[src/seven_bit_frame_decoder_macros.svh]
// Assertion macros shared by the frame decoder RTL.
`ifndef SEVEN_BIT_FRAME_DECODER_MACROS_SVH
`define SEVEN_BIT_FRAME_DECODER_MACROS_SVH

// Same-cycle implication, checked on clk, off while rst_n is low.
`define SBFD_ASSERT_NOW(label, ante, cons, msg) \
  label: assert property (@(posedge clk) disable iff (!rst_n) (ante) |-> (cons)) \
    else $error(msg);

// Next-cycle implication, checked on clk, off while rst_n is low.
`define SBFD_ASSERT_NEXT(label, ante, cons, msg) \
  label: assert property (@(posedge clk) disable iff (!rst_n) (ante) |=> (cons)) \
    else $error(msg);

`endif

[src/sbfd_pkg.sv]
// Package: codes, widths and state types of the seven-bit frame decoder.
`default_nettype none

package sbfd_pkg;

  localparam int unsigned MAX_CODED_BYTES_DEF = 1008;
  localparam int unsigned CNT_W = 10;

  localparam logic [7:0] FRAME_START = 8'hFE;
  localparam logic [7:0] FRAME_END   = 8'hFF;

  localparam logic [2:0] STAT_OK       = 3'd0;
  localparam logic [2:0] STAT_BAD_SUM  = 3'd1;
  localparam logic [2:0] STAT_SHORT    = 3'd2;
  localparam logic [2:0] STAT_OVERFLOW = 3'd3;
  localparam logic [2:0] STAT_ABORT    = 3'd4;

  localparam logic [2:0] PHASE_LAST = 3'd7;

  typedef struct packed {
    logic             in_frame;
    logic [2:0]       bit_phase;
    logic [7:0]       prev_coded;
    logic [7:0]       held0;
    logic [7:0]       held1;
    logic [1:0]       held_count;
    logic [7:0]       xor_sum;
    logic [CNT_W-1:0] coded_count;
    logic [CNT_W-1:0] emitted_count;
    logic             overflowed;
  } sbfd_state_t;

  typedef struct packed {
    logic             valid;
    logic             is_end;
    logic [7:0]       data_byte;
    logic [2:0]       frame_status;
    logic [CNT_W-1:0] payload_count;
  } sbfd_result_t;

endpackage

`default_nettype wire

[src/sbfd_step.sv]
// Next-state and result logic for one received link byte.
`default_nettype none

module sbfd_step #(
  parameter int unsigned MAX_CODED_BYTES = sbfd_pkg::MAX_CODED_BYTES_DEF
) (
  input  wire logic [7:0]           rx_byte,
  input  wire sbfd_pkg::sbfd_state_t cur,
  output sbfd_pkg::sbfd_state_t     nxt,
  output sbfd_pkg::sbfd_result_t    res
);
  import sbfd_pkg::*;

  localparam logic [CNT_W-1:0] CODED_LIMIT = CNT_W'(MAX_CODED_BYTES);

  logic [7:0] dec_byte;
  logic [2:0] k;

  assign k        = cur.bit_phase;
  assign dec_byte = 8'(cur.prev_coded << k) | 8'(rx_byte >> (PHASE_LAST - k));

  always_comb begin
    nxt = cur;
    res = '0;
    if (rx_byte == FRAME_START) begin
      if (cur.in_frame) begin
        res.valid         = 1'b1;
        res.is_end        = 1'b1;
        res.frame_status  = STAT_ABORT;
        res.payload_count = cur.emitted_count;
      end
      nxt          = '0;
      nxt.in_frame = 1'b1;
    end else if (!cur.in_frame) begin
      nxt = cur;
    end else if (rx_byte == FRAME_END) begin
      res.valid         = 1'b1;
      res.is_end        = 1'b1;
      res.payload_count = cur.emitted_count;
      if (cur.overflowed) begin
        res.frame_status = STAT_OVERFLOW;
      end else if (cur.held_count < 2'd2 || cur.emitted_count == '0) begin
        res.frame_status = STAT_SHORT;
      end else if (cur.held0 != 8'h00 || cur.held1 != cur.xor_sum) begin
        res.frame_status = STAT_BAD_SUM;
      end else begin
        res.frame_status = STAT_OK;
      end
      nxt.in_frame = 1'b0;
    end else if (cur.overflowed) begin
      nxt = cur;
    end else if (cur.coded_count >= CODED_LIMIT) begin
      nxt.overflowed = 1'b1;
    end else begin
      nxt.coded_count = cur.coded_count + 1'b1;
      nxt.prev_coded  = rx_byte;
      if (cur.bit_phase == 3'd0) begin
        nxt.bit_phase = 3'd1;
      end else begin
        nxt.bit_phase = (k == PHASE_LAST) ? 3'd0 : k + 3'd1;
        if (cur.held_count == 2'd0) begin
          nxt.held0      = dec_byte;
          nxt.held_count = 2'd1;
        end else if (cur.held_count == 2'd1) begin
          nxt.held1      = dec_byte;
          nxt.held_count = 2'd2;
        end else begin
          // emit the oldest held byte, keep two in reserve for the checksum
          nxt.held0         = cur.held1;
          nxt.held1         = dec_byte;
          nxt.xor_sum       = cur.xor_sum ^ cur.held0;
          nxt.emitted_count = cur.emitted_count + 1'b1;
          res.valid         = 1'b1;
          res.data_byte     = cur.held0;
        end
      end
    end
  end

endmodule

`default_nettype wire

[src/seven_bit_frame_decoder.sv]
// Top level: seven-bit packed link frame decoder with registered in and out.
// A transferred byte is held in the input register; its result is then loaded into the result register.
// Throughput: one byte per cycle while out_ready does not stall; input and result registers pipeline it.
// in_ready drops only while a held result waits on out_ready and the input register is full.
// Reset (rst_n low, synchronous) empties both registers and clears all frame state.
`default_nettype none

module seven_bit_frame_decoder #(
  parameter int unsigned MAX_CODED_BYTES = sbfd_pkg::MAX_CODED_BYTES_DEF
) (
  input  wire logic                      clk,
  input  wire logic                      rst_n,
  input  wire logic                      in_valid,
  output logic                           in_ready,
  input  wire logic [7:0]                in_rx_byte,
  output logic                           out_valid,
  input  wire logic                      out_ready,
  output logic                           out_is_end,
  output logic [7:0]                     out_data_byte,
  output logic [2:0]                     out_frame_status,
  output logic [sbfd_pkg::CNT_W-1:0]     out_payload_count
);
  import sbfd_pkg::*;

  `include "seven_bit_frame_decoder_macros.svh"

  // Input register stage.
  logic         in_vld_r;
  logic [7:0]   in_byte_r;

  // Frame state.
  sbfd_state_t  st_r;
  sbfd_state_t  st_nxt;
  sbfd_result_t res;

  // Result register.
  logic             out_vld_r;
  logic             out_is_end_r;
  logic [7:0]       out_data_r;
  logic [2:0]       out_status_r;
  logic [CNT_W-1:0] out_count_r;

  logic advance;

  // The pipe moves whenever the result slot is empty or being taken.
  assign advance  = !out_vld_r || out_ready;
  assign in_ready = !in_vld_r || advance;

  sbfd_step #(
    .MAX_CODED_BYTES (MAX_CODED_BYTES)
  ) u_step (
    .rx_byte (in_byte_r),
    .cur     (st_r),
    .nxt     (st_nxt),
    .res     (res)
  );

  // Hold the byte until the step logic consumes it.
  always_ff @(posedge clk) begin
    if (!rst_n) begin
      in_vld_r <= 1'b0;
    end else if (in_valid && in_ready) begin
      in_vld_r <= 1'b1;
    end else if (advance) begin
      in_vld_r <= 1'b0;
    end
  end

  always_ff @(posedge clk) begin
    if (in_valid && in_ready) begin
      in_byte_r <= in_rx_byte;
    end
  end

  // Advance frame state once per consumed byte.
  always_ff @(posedge clk) begin
    if (!rst_n) begin
      st_r <= '0;
    end else if (in_vld_r && advance) begin
      st_r <= st_nxt;
    end
  end

  // Result register: load on a new result, drop after the transfer.
  always_ff @(posedge clk) begin
    if (!rst_n) begin
      out_vld_r <= 1'b0;
    end else if (advance) begin
      out_vld_r <= in_vld_r && res.valid;
    end
  end

  always_ff @(posedge clk) begin
    if (advance && in_vld_r && res.valid) begin
      out_is_end_r <= res.is_end;
      out_data_r   <= res.data_byte;
      out_status_r <= res.frame_status;
      out_count_r  <= res.payload_count;
    end
  end

  assign out_valid         = out_vld_r;
  assign out_is_end        = out_is_end_r;
  assign out_data_byte     = out_data_r;
  assign out_frame_status  = out_status_r;
  assign out_payload_count = out_count_r;

  // A data result carries no status or count.
  `SBFD_ASSERT_NOW(a_data_clean, out_vld_r && !out_is_end_r,
    out_status_r == STAT_OK && out_count_r == '0, "data result with status bits")
  // Status codes stay in their defined range.
  `SBFD_ASSERT_NOW(a_status_range, out_vld_r && out_is_end_r,
    out_status_r <= STAT_ABORT, "undefined frame status")
  // Held-byte count never passes two.
  `SBFD_ASSERT_NOW(a_held_max, 1'b1, st_r.held_count <= 2'd2, "held count above two")
  // Emitting needs both checksum slots filled.
  `SBFD_ASSERT_NOW(a_emit_held, st_r.emitted_count != '0,
    st_r.held_count == 2'd2, "byte emitted without two held")
  // Overflow is flagged only at the coded-byte limit.
  `SBFD_ASSERT_NOW(a_ovf_limit, st_r.overflowed,
    st_r.coded_count == CNT_W'(MAX_CODED_BYTES), "overflow below limit")
  // A stalled result does not get overwritten.
  `SBFD_ASSERT_NEXT(a_no_overwrite, out_vld_r && !out_ready,
    out_vld_r && out_data_r == $past(out_data_r), "stalled result lost")

endmodule

`default_nettype wire

[config.mk]
export PLATFORM = sky130hd
export DESIGN_NAME = seven_bit_frame_decoder
export DESIGN_NICKNAME = d
export VERILOG_FILES = /design/src/sbfd_pkg.sv /design/src/sbfd_step.sv /design/src/seven_bit_frame_decoder.sv
export VERILOG_INCLUDE_DIRS = /design/src /design/src/src
export SDC_FILE = /design/constraint.sdc
export NUM_CORES = 1
export LEC_CHECK = 0
export BUFFER_PORTS_ARGS = -buffer_cell sky130_fd_sc_hd__buf_2
export CAP_MARGIN = 10
export CORE_ASPECT_RATIO = 1.75
export CORE_MARGIN = 2
export CORE_UTILIZATION = 65
export CTS_BUF_LIST = sky130_fd_sc_hd__clkbuf_4 sky130_fd_sc_hd__clkbuf_8
export CTS_CLUSTER_DIAMETER = 30
export DETAILED_ROUTE_END_ITERATION = 12
export HOLD_SLACK_MARGIN = 0.08
export PLACE_DENSITY_LB_ADDON = 0.1
export SLEW_MARGIN = 20
export SYNTH_ARGS = -nofsm -noshare
export SYNTH_HDL_FRONTEND = slang
export SYNTH_HIERARCHICAL = 1
export SYNTH_SLANG_ARGS = --single-unit
[constraint.sdc]
create_clock -name clk -period 9.78 [get_ports clk]
set_input_delay 1.956 -clock clk [delete_from_list [all_inputs] [get_ports clk]]
set_output_delay 1.956 -clock clk [all_outputs]
set_load 0.005 [all_outputs]
==> flow_metrics.tcl, run 1 <==
set metrics [dict create \
    status "completed" \
    n_antenna_cell 0 \
    swShare_pct 23.77 \
    io_buffers 35 \
    synth.largest_area_cell "dfxtp_1" \
    hold_buffers 0 \
    synthSimpleGateAreaFrac_pct 22.58 \
    cts_inserted_buffers 9 \
    die_w_um 75.11 \
    arrival_ns 2.53 \
    finalCriticalPeriod_ns 4.488 \
    synth_xor_area_share_pct 1.218 \
    powerDensity_nw_per_um2 108.0 \
    core_um2 8615 \
    nets 693 \
    reg2reg_from "st_r[30]$_SDFFE_PN0P_" \
    syn_inst 672 \
    netlist_area_um2 5752 \
    crit_path_max_fanout 5 \
    postRouteAntennaNets 0 \
    drt_iter0_drc 399 \
    root_buffer "clkbuf_8" \
    cp-end-kind "output pin" \
    min-delay-start "st_r[53]$_SDFFE_PN0P_" \
    yosys_most_used_dff "dfxtp_1" \
    fin_hold_ws_ns 0.4850 \
    drcViolationCount 0 \
    multi_input_area_um2 3287 \
    cts_setup_buffers 0 \
    finalSetupTns_ns 0 \
    worstPathRequired_ns 7.82 \
    slew_violations 0 \
    drv_cap 0 \
    drt_pass1_iterations 5 \
    grt.total_usage_pct 28.16 \
    post_cts_resized 0 \
    power.clock.fraction_pct 34.8 \
    synth_fa_ha_area_share_pct 1.958 \
    power_frac_seq_pct 60.7 \
    synth_compound_area_share_pct 18.62 \
    stdcell_count 794 \
    area_delta_synth_final_pct 5.156 \
    num_rows 45 \
    synth.yosys.seq_area_share_pct 36.89 \
    insertion_delay_ns 0.37 \
    initial_utilization_pct 66.77 \
    synthDistinctLibCells 69 \
    synth.mux.area_fraction_pct 12.36 \
    worst_pin_slew_ns 1.045 \
    holdCritPathClass "reg2reg" \
    grt_pass1_vias 4558 \
    leakagePower_uw 0.001932 \
    combPwrFrac_pct 4.5 \
    max_freq_ghz 0.2228 \
    vias 5057 \
    crit_type "in2out" \
    ir_drop_mv 0.1024 \
    setup_violations 0 \
    grt_pass1_wl_mm 21.29 \
    synth_top_family_by_area "simple AND/OR/NAND/NOR gates" \
    grt_max_degree 121 \
    drive_gt1_share_pct 11.08 \
    seqCellArea_um2 2122 \
    grt_setup_unrepaired "false" \
    p_int_uw 498.2 \
    avgViaCountPerCell 6.369 \
    gp_congestion 0.9562 \
    synthArstFlopShare_pct 0 \
    dp.cells 778 \
    clkTransAtPathRegs_ns 0.08 \
    dp_hpwl_mm 8.963 \
    yosys_register_bits 91 \
    p_sw_uw 155.3 \
    cts.sinks 91 \
    final_hold_viol_count 0 \
    antenna_found_initial 0 \
    period_share_pct 45.89 \
    htreeDepth 3 \
    synth_edf_count 30 \
    cts_buffer_depth 2 \
    die_h_um 128.4 \
    tritoncts "built" \
    wirelength_mm 13.14 \
    nFillCells 757 \
    die_area_um2 9647 \
    synth_area_leaders "dfxtp_1 (21%), edfxtp_1 (16%), mux2i_1 (11%)" \
    yosysWarnings 6 \
    synth_fp_nets 693 \
    startpoint "out_ready" \
    cp-start-kind "input port" \
    avgSynthCellArea_um2 8.559 \
    clock_skew_ns 0.01148 \
    synthDominantCellAreaShare_pct 21.23 \
    wl_per_cell_um 16.55 \
    overflow 0 \
    relSlewSlack_pct 30.31 \
    ios 36 \
]
sequential cells by signal (all words and copies together) (netlist names):
name and count:
in_byte_r 8, out_frame_status 3, st_r 59, out_is_end 1
out_valid 1, in_vld_r 1, out_payload_count 10, out_data_byte 8
cell families after synthesis:
logic type | count (synthesis)
and+or+nand+nor | 260
buffers and inverters | 77
adders and majority gates | 9
xor gates and xnor gates | 8
DFF | 91
muxes | 70
AOI/OAI and AO/OA | 157
synth_stat cells (5+ instances only):
library cell  instances
buf_2                11
dfxtp_1              61
o21ai_1               5
inv_1                24
nand2_1             131
mux2_2                5
a31oi_1               7
a32oi_1               6
and2b_1               5
nor3_1               11
a211oi_1             11
buf_4                 6
or4_1                15
ha_1                  9
nor2_1               18
nor2b_1               9
nand3_1              18
nand4_1               7
o31ai_1              15
o21ai_0              14
nor4_1               10
xnor2_1               8
and2_1               10
clkbuf_1             28
a22oi_1               5
a21oi_1              47
mux2i_1              62
a21o_1                5
edfxtp_1             30
a22o_1                6
final cells by class:
| cell class | count | share of cell area (%) |
|---|---|---|
| flip-flops and latches | 91 | 35.08 |
| clock buffers | 11 | 2.296 |
| inverters | 24 | 1.489 |
| repair buffers | 42 | 3.868 |
| clock inverters | 5 | 0.4965 |
| multi-input cells | 504 | 54.34 |
| well taps | 117 | 2.420 |
critical path, stage by stage:
cell and delay (ns):
buf_2 0.11, nor2b_4 0.20, nand2_1 0.12, buf_2 0.15
final timing paths:
kind                                                       end  slack (ns)  cells after the start
worst max-delay path                                  in_ready        5.29                      4
worst min-delay path                     st_r[53]$_SDFFE_PN0P_        0.48                      2
worst max register to register  out_payload_count[4]$_DFFE_PP_        6.64                      8
worst min register to register           st_r[53]$_SDFFE_PN0P_        0.48                      2
layout by cell type (no fill, tap or decap), drive strengths merged, types with 4 or more instances in the layout:
| master | count |
|---|---|
| nor2b | 10 |
| clkbuf | 11 |
| xnor2 | 8 |
| nor3 | 13 |
| edfxtp | 30 |
| a31oi | 7 |
| o311a | 4 |
| nor2 | 18 |
| dfxtp | 61 |
| a21o | 5 |
| buf | 42 |
| mux2i | 62 |
| a22o | 6 |
| o211ai | 4 |
| inv | 24 |
| nand4 | 8 |
| or4 | 15 |
| o31ai | 15 |
| nand3 | 18 |
| and2 | 10 |
| and2b | 5 |
| a211oi | 11 |
| and4 | 4 |
| a21oi | 50 |
| mux2 | 8 |
| nand2 | 131 |
| or3 | 4 |
| a22oi | 5 |
| clkinv | 4 |
| ha | 9 |
| a32oi | 6 |
| nor4 | 10 |
| o21ai | 19 |
per-layer routing:
layer	up-vias	track usage, %	wire length (um)
met3	36	5.403	579
met2	164	46.28	6658
met4	0	16.49	439
li1	2460	-	-
met5	-	0	0
met1	2397	33.20	5460
power by group through the flow:
stage	Combinational, uW	Sequential [uW]	Clock [uW]
2_1_floorplan	25.3	402	0
3_3_place_gp	28.5	405	0
3_5_place_dp	28.9	405	0
4_1_cts	29.0	397	231
5_1_grt	31.6	397	243
6_report	29.3	397	228
per-stage QoR:
stage               utilization (%)  cell area [um2]  power [uW]  setup WS (ns)
floorplan                         -             5752       427.7          5.668
global placement              68.12             5868       433.8          5.378
detailed placement            68.12             5868       434.3          5.337
CTS                           70.08             6037       656.6          5.337
global route                  70.21             6048       671.6          5.262
finish                        70.21             6048       653.5          5.292
(Power assumes the default switching activity.)
==> run 2: changes to the inputs <==
--- a/config.mk
+++ b/config.mk
@@ -6,11 +6,12 @@
 export SDC_FILE = /design/constraint.sdc
 export NUM_CORES = 1
 export LEC_CHECK = 0
+export ABC_AREA = 1
 export BUFFER_PORTS_ARGS = -buffer_cell sky130_fd_sc_hd__buf_2
 export CAP_MARGIN = 10
 export CORE_ASPECT_RATIO = 1.75
 export CORE_MARGIN = 2
-export CORE_UTILIZATION = 65
+export CORE_UTILIZATION = 58
 export CTS_BUF_LIST = sky130_fd_sc_hd__clkbuf_4 sky130_fd_sc_hd__clkbuf_8
 export CTS_CLUSTER_DIAMETER = 30
 export DETAILED_ROUTE_END_ITERATION = 12
==> constraint.sdc (replaced) <==
create_clock -name clk -period 3.8 [get_ports clk]
set_input_delay 0.76 -clock clk [delete_from_list [all_inputs] [get_ports clk]]
set_output_delay 0.76 -clock clk [all_outputs]
set_load 0.005 [all_outputs]
==> flow_metrics.tcl, run 2 <==
set metrics [dict create \
    cpMostUsedCell "inv_1" \
    crit_chain "buf_4 > inv_1 > ha_1 > inv_1 > nor2_4 > nor2_8 > nand3_4 > nor2_4 > nand3_1 > nand2_1 > nor2_1 > inv_1 > nand3_1 > nand2_1 > nor2_1" \
    grt.total_usage_pct 26.03 \
    max_freq_ghz 0.3864 \
    relSlewSlack_pct 49.07 \
    power_frac_seq_pct 51.0 \
    dr_wl_met2_mm 7.445 \
    place_ws_ns 1.241 \
    top_layer "met4" \
    die_area_um2 11670 \
    synth.largest_area_cell "dfxtp_1" \
    gp_congestion 0.8847 \
    grt_max_degree 68 \
    dp_hpwl_mm 9.894 \
    grt_pass1_wl_mm 24.24 \
    area_delta_synth_final_pct 3.740 \
    insertion_delay_ns 0.37 \
    synth_area_leaders "dfxtp_1 (20%), edfxtp_1 (14%), nand2_1 (14%)" \
    final_hold_viol_count 0 \
    synth_fp_nets 1004 \
    wl_per_cell_um 13.15 \
    powerDensity_nw_per_um2 336.6 \
    worst_pin_slew_ns 0.7639 \
    overflow 0 \
    finalSetupTns_ns 0 \
    arrival_ns 2.85 \
    syn_inst 983 \
    status "completed" \
    htreeDepth 3 \
    tritoncts "built" \
    core_um2 10640 \
    wirelength_mm 14.64 \
    grt_setup_unrepaired "false" \
    cts_buffer_depth 2 \
    netlist_area_um2 6256 \
    drt_pass1_iterations 6 \
    cts_inserted_buffers 9 \
    cts.sinks 91 \
    cp-start-kind "flop" \
    yosysWarnings 6 \
    clock_skew_ns 0.01142 \
    slew_violations 0 \
    postRouteAntennaNets 0 \
    antenna_found_initial 0 \
    cts_setup_buffers 0 \
    drt_iter0_drc 520 \
    power.clock.fraction_pct 31.1 \
    hold_buffers 0 \
    combPwrFrac_pct 17.8 \
    initial_utilization_pct 58.82 \
    yosys_register_bits 91 \
    period_share_pct 68.10 \
    post_cts_resized 0 \
    yosys_most_used_dff "dfxtp_1" \
    cp-end-kind "flop" \
    swShare_pct 30.75 \
    synth.yosys.seq_area_share_pct 33.92 \
    wl_met1_mm 6.314 \
    root_buffer "clkbuf_8" \
    ir_drop_mv 0.2424 \
    synthDistinctLibCells 36 \
    die_h_um 141.4 \
    yosys-top-cells-count "nand2_1 (239), nor2_1 (149), inv_1 (130), nand3_1 (117), a21oi_1 (101)" \
    ios 36 \
    holdCritPathClass "reg2reg" \
    num_rows 50 \
    cp_slowest_cell "nor2_4" \
    die_w_um 82.51 \
    yosysMostFrequentCell "nand2_1" \
    p_int_uw 1513 \
    max_stage_delay_ns 0.53 \
    crit_path_max_fanout 27 \
    finalCriticalPeriod_ns 2.588 \
    vias 5939 \
    final_common_cell "nand2_1" \
    avgSynthCellArea_um2 6.364 \
    synthArstFlopShare_pct 0 \
    io_buffers 35 \
    final_cell_mix "nand2_1 (237), nor2_1 (149), inv_1 (130), nand3_1 (117), a21oi_1 (100)" \
    n_antenna_cell 0 \
    clkTransAtPathRegs_ns 0.09 \
    p_sw_uw 671.8 \
    grt_pass1_vias 5110 \
    fin_ws_ns 1.212 \
    wl_met3_um 528 \
    worstPathRequired_ns 4.06 \
    nets 999 \
    fin_util_pct 61.02 \
    largest_reg_flops 59 \
    crit_type "reg2reg" \
    drcViolationCount 0 \
    top_register "st_r" \
    drv_cap 0 \
    setup_violations 0 \
    synthDominantCellAreaShare_pct 19.52 \
    leakagePower_uw 0.002976 \
    drive_gt1_share_pct 8.342 \
    synth_edf_count 30 \
    avgViaCountPerCell 5.336 \
]
## run 2: cell count changes in the layout (fill, tap and decap cells not counted), sizes merged, moves of 10 or more
cell    previous run  this run
nand2            131       246
nor2              18       156
nor4              10         0
inv               24       131
mux2i             62         0
a21oi             50       102
o31ai             15         2
o21ai             19        36
or4               15         0
a211oi            11         0
and2              10         0
nor2b             10         0
nand3             18       119
## run 2: cell type report
cell class / count / area [um2]
clock buffers: 11 / 138.9
clock inverters: 5 / 61.31
fillers: 1073 / 4145
inverters: 131 / 491.7
multi-input cells: 702 / 3262
flip-flops and latches: 91 / 2126
well taps: 130 / 162.7
repair buffers: 43 / 247.7
## run 2: final timing paths
kind                                         endpoint                   from  slack (ns)  depth (start not counted)
worst min-delay path            st_r[52]$_SDFFE_PN0P_  st_r[52]$_SDFFE_PN0P_        0.49                          2
worst max register to register   st_r[6]$_SDFFE_PN0P_  st_r[56]$_SDFFE_PN0P_        1.21                         15
worst min register to register  st_r[52]$_SDFFE_PN0P_  st_r[52]$_SDFFE_PN0P_        0.49                          2
worst max-delay path             st_r[6]$_SDFFE_PN0P_  st_r[56]$_SDFFE_PN0P_        1.21                         15
## run 2: kinds of logic after synthesis
group	share of synthesized area (%)
xor gates and xnor gates	0.8402
buffers and inverters	14.16
AOI/OAI and AO/OA	12.00
DFF	33.92
adders and majority gates	1.800
and+or+nand+nor	37.28
## run 2: per-layer routing
metal	up-vias	track usage (%)
met5	-	0
met4	0	10.44
met3	22	3.117
met2	142	45.54
met1	2667	31.51
li1	3108	-
## run 2: critical path, delay by kind of cell, from the launching register on
kind	cells	cell delay [ns]
AND/OR/NAND/NOR	10	1.36
buffers and inverters	4	0.56
flip-flops	1	0.32
adder cells (fa/ha/maj)	1	0.25
## run 2: power groups by stage
stage,sequential [uW],clock (uW),combinational [uW]
finish,1120,680,389
global route,1130,727,448
CTS,1110,695,387
detailed placement,1140,0,385
global placement,1140,0,381
floorplan,1110,0,336
## run 2: metrics by stage
step | cells | instance area (um2) | hold WS [ns] | total power [uW]
finish | 1113 | 6490 | 0.4909 | 2184
global route | 1113 | 6490 | 0.5118 | 2301
CTS | 1113 | 6490 | 0.4948 | 2197
detailed placement | 1097 | 6290 | 0.4715 | 1523
global placement | 1097 | 6290 | 0.4656 | 1517
floorplan | 983 | 6256 | 0.4462 | 1443
